[config.mk]
export PLATFORM = sky130hd
export DESIGN_NAME = tbkv_ram
export DESIGN_NICKNAME = d
export VERILOG_FILES = /design/src/sv/tbkv_ram.sv
export SDC_FILE = /design/constraint.sdc
export NUM_CORES = 1
export LEC_CHECK = 0
export BUFFER_PORTS_ARGS = -buffer_cell sky130_fd_sc_hd__buf_2
export CORE_MARGIN = 2
export CORE_UTILIZATION = 59
export CTS_CLUSTER_DIAMETER = 200
export DETAILED_ROUTE_END_ITERATION = 16
export GPL_ROUTABILITY_DRIVEN = 1
export HOLD_SLACK_MARGIN = 0.08
export MAX_ROUTING_LAYER = met4
export PLACE_DENSITY = 0.77
export SLEW_MARGIN = 20
export SYNTH_ARGS = -nofsm -noshare
export SYNTH_HDL_FRONTEND = slang
export SYNTH_SLANG_ARGS = --single-unit
[constraint.sdc]
create_clock -name clk_i -period 1.9 [get_ports clk_i]
set_input_delay 0.095 -clock clk_i [delete_from_list [all_inputs] [get_ports clk_i]]
set_output_delay 0.095 -clock clk_i [all_outputs]
set_load 0.02 [all_outputs]
[src/sv/tbkv_ram.sv]
// Generic single-port synchronous RAM with registered read.
module tbkv_ram #(
  parameter int W = 8,
  parameter int D = 16
) (
  input  logic                 clk_i,
  input  logic                 we_i,
  input  logic                 re_i,
  input  logic [$clog2(D)-1:0] addr_i,
  input  logic [W-1:0]         wdata_i,
  output logic [W-1:0]         rdata_o
);

  logic [W-1:0] mem [D];

  always_ff @(posedge clk_i) begin
    if (we_i) begin
      mem[addr_i] <= wdata_i;
    end
    if (re_i) begin
      rdata_o <= mem[addr_i];
    end
  end

endmodule

# Word-level counts from Yosys, hierarchy flattened
# Memories as Yosys holds them, arrays and structs flattened. A register that Yosys moved wholly into a read port is not among the register bits.
# Index checks and enable logic that the tools add are counted.
[classes]
mux = 2
[ops]
columns = ["cell", "n"]
rows = [
  ["1-bit 2-to-1 mux", 2],
]
[totals]
output_inout_bits = 8
ff_bits = 0
inputBits = 15
memories = 1
word_cells = 3
ram_bits = 128
[mem_list]
columns = ["memory", "words", "word_bits", "read_ports", "rd_ports_with_merged_regs", "wr", "line", "rtl"]
rows = [
  ["mem", 16, 8, 1, 1, 1, "14", "logic [W-1:0] mem [D];"],
]

# Depth between registers and ports, before layout
[logic_depth]
ltp_word = 2
depth_mapped = 5
mapped_depth_nobuf = 3

# Worst setup path after synthesis
# Ideal clock, no wire load.
[synth_timing]
path_type = "input to register"
start = "in addr_i[2]"
end = "mem mem[0][0], enable pin"
arrival_ps = 1205
n_path_buf = 0
setup_time_ps = 383
required_ps = 1517
stages = 2
slack_ps = 312
cell_sequence = "or3b_2 > nor3_1"
[synth_rtl]
columns = ["item", "line", "rtl"]
rows = [
  ["from (decl)", "9", "input logic [$clog2(D)-1:0] addr_i,"],
  ["to (decl)", "14", ""],
]
# Straight into the memory's write port.

==> impl_metrics.py <==
metrics = {
    "pwr": {
        "p_leak_nw": 2.09,
        "peakVddDrop_mv": 0.585,
        "powerDensity_nw_per_um2": 1100,
    },
    "floorplanning": {
        "die_y_um": 97.4,
        "initial_core_util_pct": 59.9,
        "ios": 23,
        "core_area_um2": 8590,
        "die_w_um": 97.4,
        "rows": 34,
        "die_area_um2": 9490,
    },
    "detailed_routing": {
        "drcViolationCount": 0,
        "drtIter0Drc": 290,
        "via_count": 2553,
        "met2_length_um": 5150,
        "maxUsedRoutingLayer": "met4",
        "finalWirelength_um": 10100,
        "met3_length_um": 713,
        "firstDrtPassIters": 5,
        "post_drt_wl_per_cell_um": 24.1,
        "antenna_left": 0,
        "vias_per_cell": 6.09,
        "wl_met1_um": 4050,
    },
    "logic_synthesis": {
        "avgSynthCellArea_um2": 22.4,
        "synth.ff_latch_count": 136,
        "async_flop_share_pct": 0,
        "yosysTopAreaCell": "edfxtp_1",
        "synthCells": 230,
        "synth_common_cells": "edfxtp_1, mux4_2, a22oi_1, nor2_1, nand2_1",
        "yosys-top-cells-area": "edfxtp_1, mux4_2, a22oi_1",
        "syn_area_um2": 5150,
        "syn-num-nets": 245,
        "synth_warnings": 0,
        "synth_edf_count": 136,
        "ys_types": 17,
        "ys.flop_type": "edfxtp_1",
        "synth_top_area_share_pct": 79.3,
        "synth_most_common_cell": "edfxtp_1",
        "yosysSeqAreaShare_pct": 79.3,
    },
    "clock_network": {
        "ctsHtreeMaxLevel": 4,
        "cts_inserted_buffers": 17,
        "clock_path_buffers": 2,
        "cts_tree": "done",
        "insertion_delay_ns": 0.53,
        "clk_pin_slew_ns": 0.06,
        "clockRootBuffer": "clkbuf_8",
        "cts_sinks": 136,
        "cts_resized": 0,
    },
    "timing": {
        "rsz0062_at_grt": "no",
        "setup_tns_ns": 0,
        "setup_slack_ns": 0.392,
        "finalSetupViolations": 0,
        "max_slew_margin_pct": 52.4,
        "min_period_ns": 1.51,
        "fin_crit_sh_pct": 79.4,
        "drv_slew": 0,
        "hold_violations": 0,
        "worstMarginPinSlew_ns": 0.713,
        "skew_ns": 0.00750,
        "fmax_mhz": 663,
    },
    "grt": {
        "grt_pass1_wl_um": 15800,
        "grt_max_degree": 33,
        "grt_pass1_vias": 2735,
        "antenna_found_initial": 0,
        "gr-total-overflow": 0,
        "track_usage_pct": 24.0,
    },
    "setup_path": {
        "cp.required_ns": 2.17,
        "r2r-end": "rdata_o[5]",
        "r2r_start": "mem[10][5]",
        "worstPathArrival_ns": 1.78,
        "r2r_cells": 3,
        "end_kind": "register",
        "cp-start-kind": "register",
        "r2r_slack_ns": 0.39,
        "cp_num_buf_inv": 0,
        "path_max_fanout": 1,
        "critical_path.top_delay_family": "multiplexers",
        "cpPeakStageDelay_ns": 0.48,
        "slowest_stage": "mux4_2",
        "worstPathCellList": "mux4_2 > a22oi_1 > nand2_1",
        "crit_type": "register to register",
    },
    "run": {
        "maxCapViolations": 0,
    },
    "place": {
        "dp_cells": 378,
        "detailedPlace.worstSlack_ns": 0.0604,
        "dp_hpwl_um": 6340,
        "io_buffers": 22,
        "placedInstanceArea_um2": 5580,
        "place.gp.congestion": 0.807,
    },
    "hold_path": {
        "hold_depth": 4,
        "hold_class": "primary input to register",
        "min_to": "rdata_o[7]",
        "hold_start": "addr_i[1]",
    },
    "layout": {
        "syn2layout_area_growth_pct": 21.1,
        "multi_input_area_um2": 1000,
        "drive_above_1_share_pct": 37.0,
        "nets": 313,
        "seq_area_um2": 4080,
        "antennaDiodeCount": 0,
        "fill_cells": 476,
        "final_cells": 419,
        "final_area_um2": 6230,
    },
    "status": {
        "outcome": "complete, no violations",
    },
}
## repair_timing
item | in CTS | in global routing
hold buffers | 9 | 0
buffers inserted | 0 | 0
hold endpoints to repair | 136 | 0
setup endpoints to repair | 0 | 0
## final cells by class
cell class | instances | share of cell area (%)
sequential | 136 | 65.5
multi-input combinational | 83 | 16.1
timing repair buffer | 60 | 7.11
clock buffer | 17 | 6.64
clock inverter | 15 | 2.47
tap | 108 | 2.17
## worst max-delay path by stage
stage / from / end / slack, ns / depth (start not counted)
floorplan: addr_i[2] / mem[0][0] / 0.31 / 2
global placement: addr_i[0] / rdata_o[0] / 0.11 / 5
detailed placement: addr_i[0] / rdata_o[2] / 0.06 / 5
CTS: mem[10][5] / rdata_o[5] / 0.40 / 3
global route: mem[8][2] / rdata_o[2] / 0.35 / 3
finish: mem[10][5] / rdata_o[5] / 0.39 / 3
## kinds of logic (layout without fill, tap and decap cells)
kind of cell	count (synthesis)	in the layout	share of synthesized area, %
AOI/OAI and AO/OA	16	16	2.33
DFF	136	136	79.3
muxes	32	32	14.0
buffers and inverters	11	92	1.17
and+or+nand+nor	35	35	3.16
## metal layers
metal	vias to the layer above	track usage (%)
met1	1310	31.4
met3	17	7.12
met2	120	36.7
met4	0	8.87
met5	-	-
li1	1106	-
## cell usage in the layout, fill, tap and decap left out
cell type      Yosys  layout
nor3_1             4       4
nand3_1            1       1
and2_1             1       1
clkbuf_8           0       1
nor2_1            13      13
inv_6              0       2
buf_2              2      22
clkinv_1           0       1
clkinvlp_4         0       6
nand2_1            9       9
or3b_2             1       1
mux4_2            32      32
a22oi_1           16      16
edfxtp_1         136     136
bufinv_16          0       2
buf_12             0       2
dlygate4sd3_1      0       9
buf_4              0      27
clkinv_4           0       2
clkbuf_16          0      16
nand2b_1           2       2
nor2b_1            2       2
nand3b_1           2       2
clkinv_2           0       2
## registers in the layout, indices dropped and copies added, names as in the netlist
signal   cells
mem        128
rdata_o      8
## power breakdown
group / total [mW] / switching (mW) / leakage [nW] / internal [mW]
Combinational: 0.349 / 0.198 / 0.596 / 0.151
Sequential: 3.40 / 0.0189 / 1.24 / 3.38
Clock: 3.11 / 1.25 / 0.260 / 1.86
Total: 6.86 / 1.47 / 2.09 / 5.40
## worst reg2reg max path, stage by stage, from the launching register on
cell,delay [ns]
edfxtp_1,0.40
mux4_2,0.48
a22oi_1,0.29
nand2_1,0.08
## per-stage QoR
step | power (mW) | utilization [%] | hold slack, ns
after floorplan | 3.65 | - | 0.194
after global placement | 3.78 | 64.9 | 0.459
after detailed placement | 3.80 | 64.9 | 0.469
after CTS | 6.91 | 72.5 | 0.212
after global routing | 7.06 | 72.5 | 0.216
final | 6.86 | 72.5 | 0.232
No activity file was read; power rests on OpenSTA's default activity.
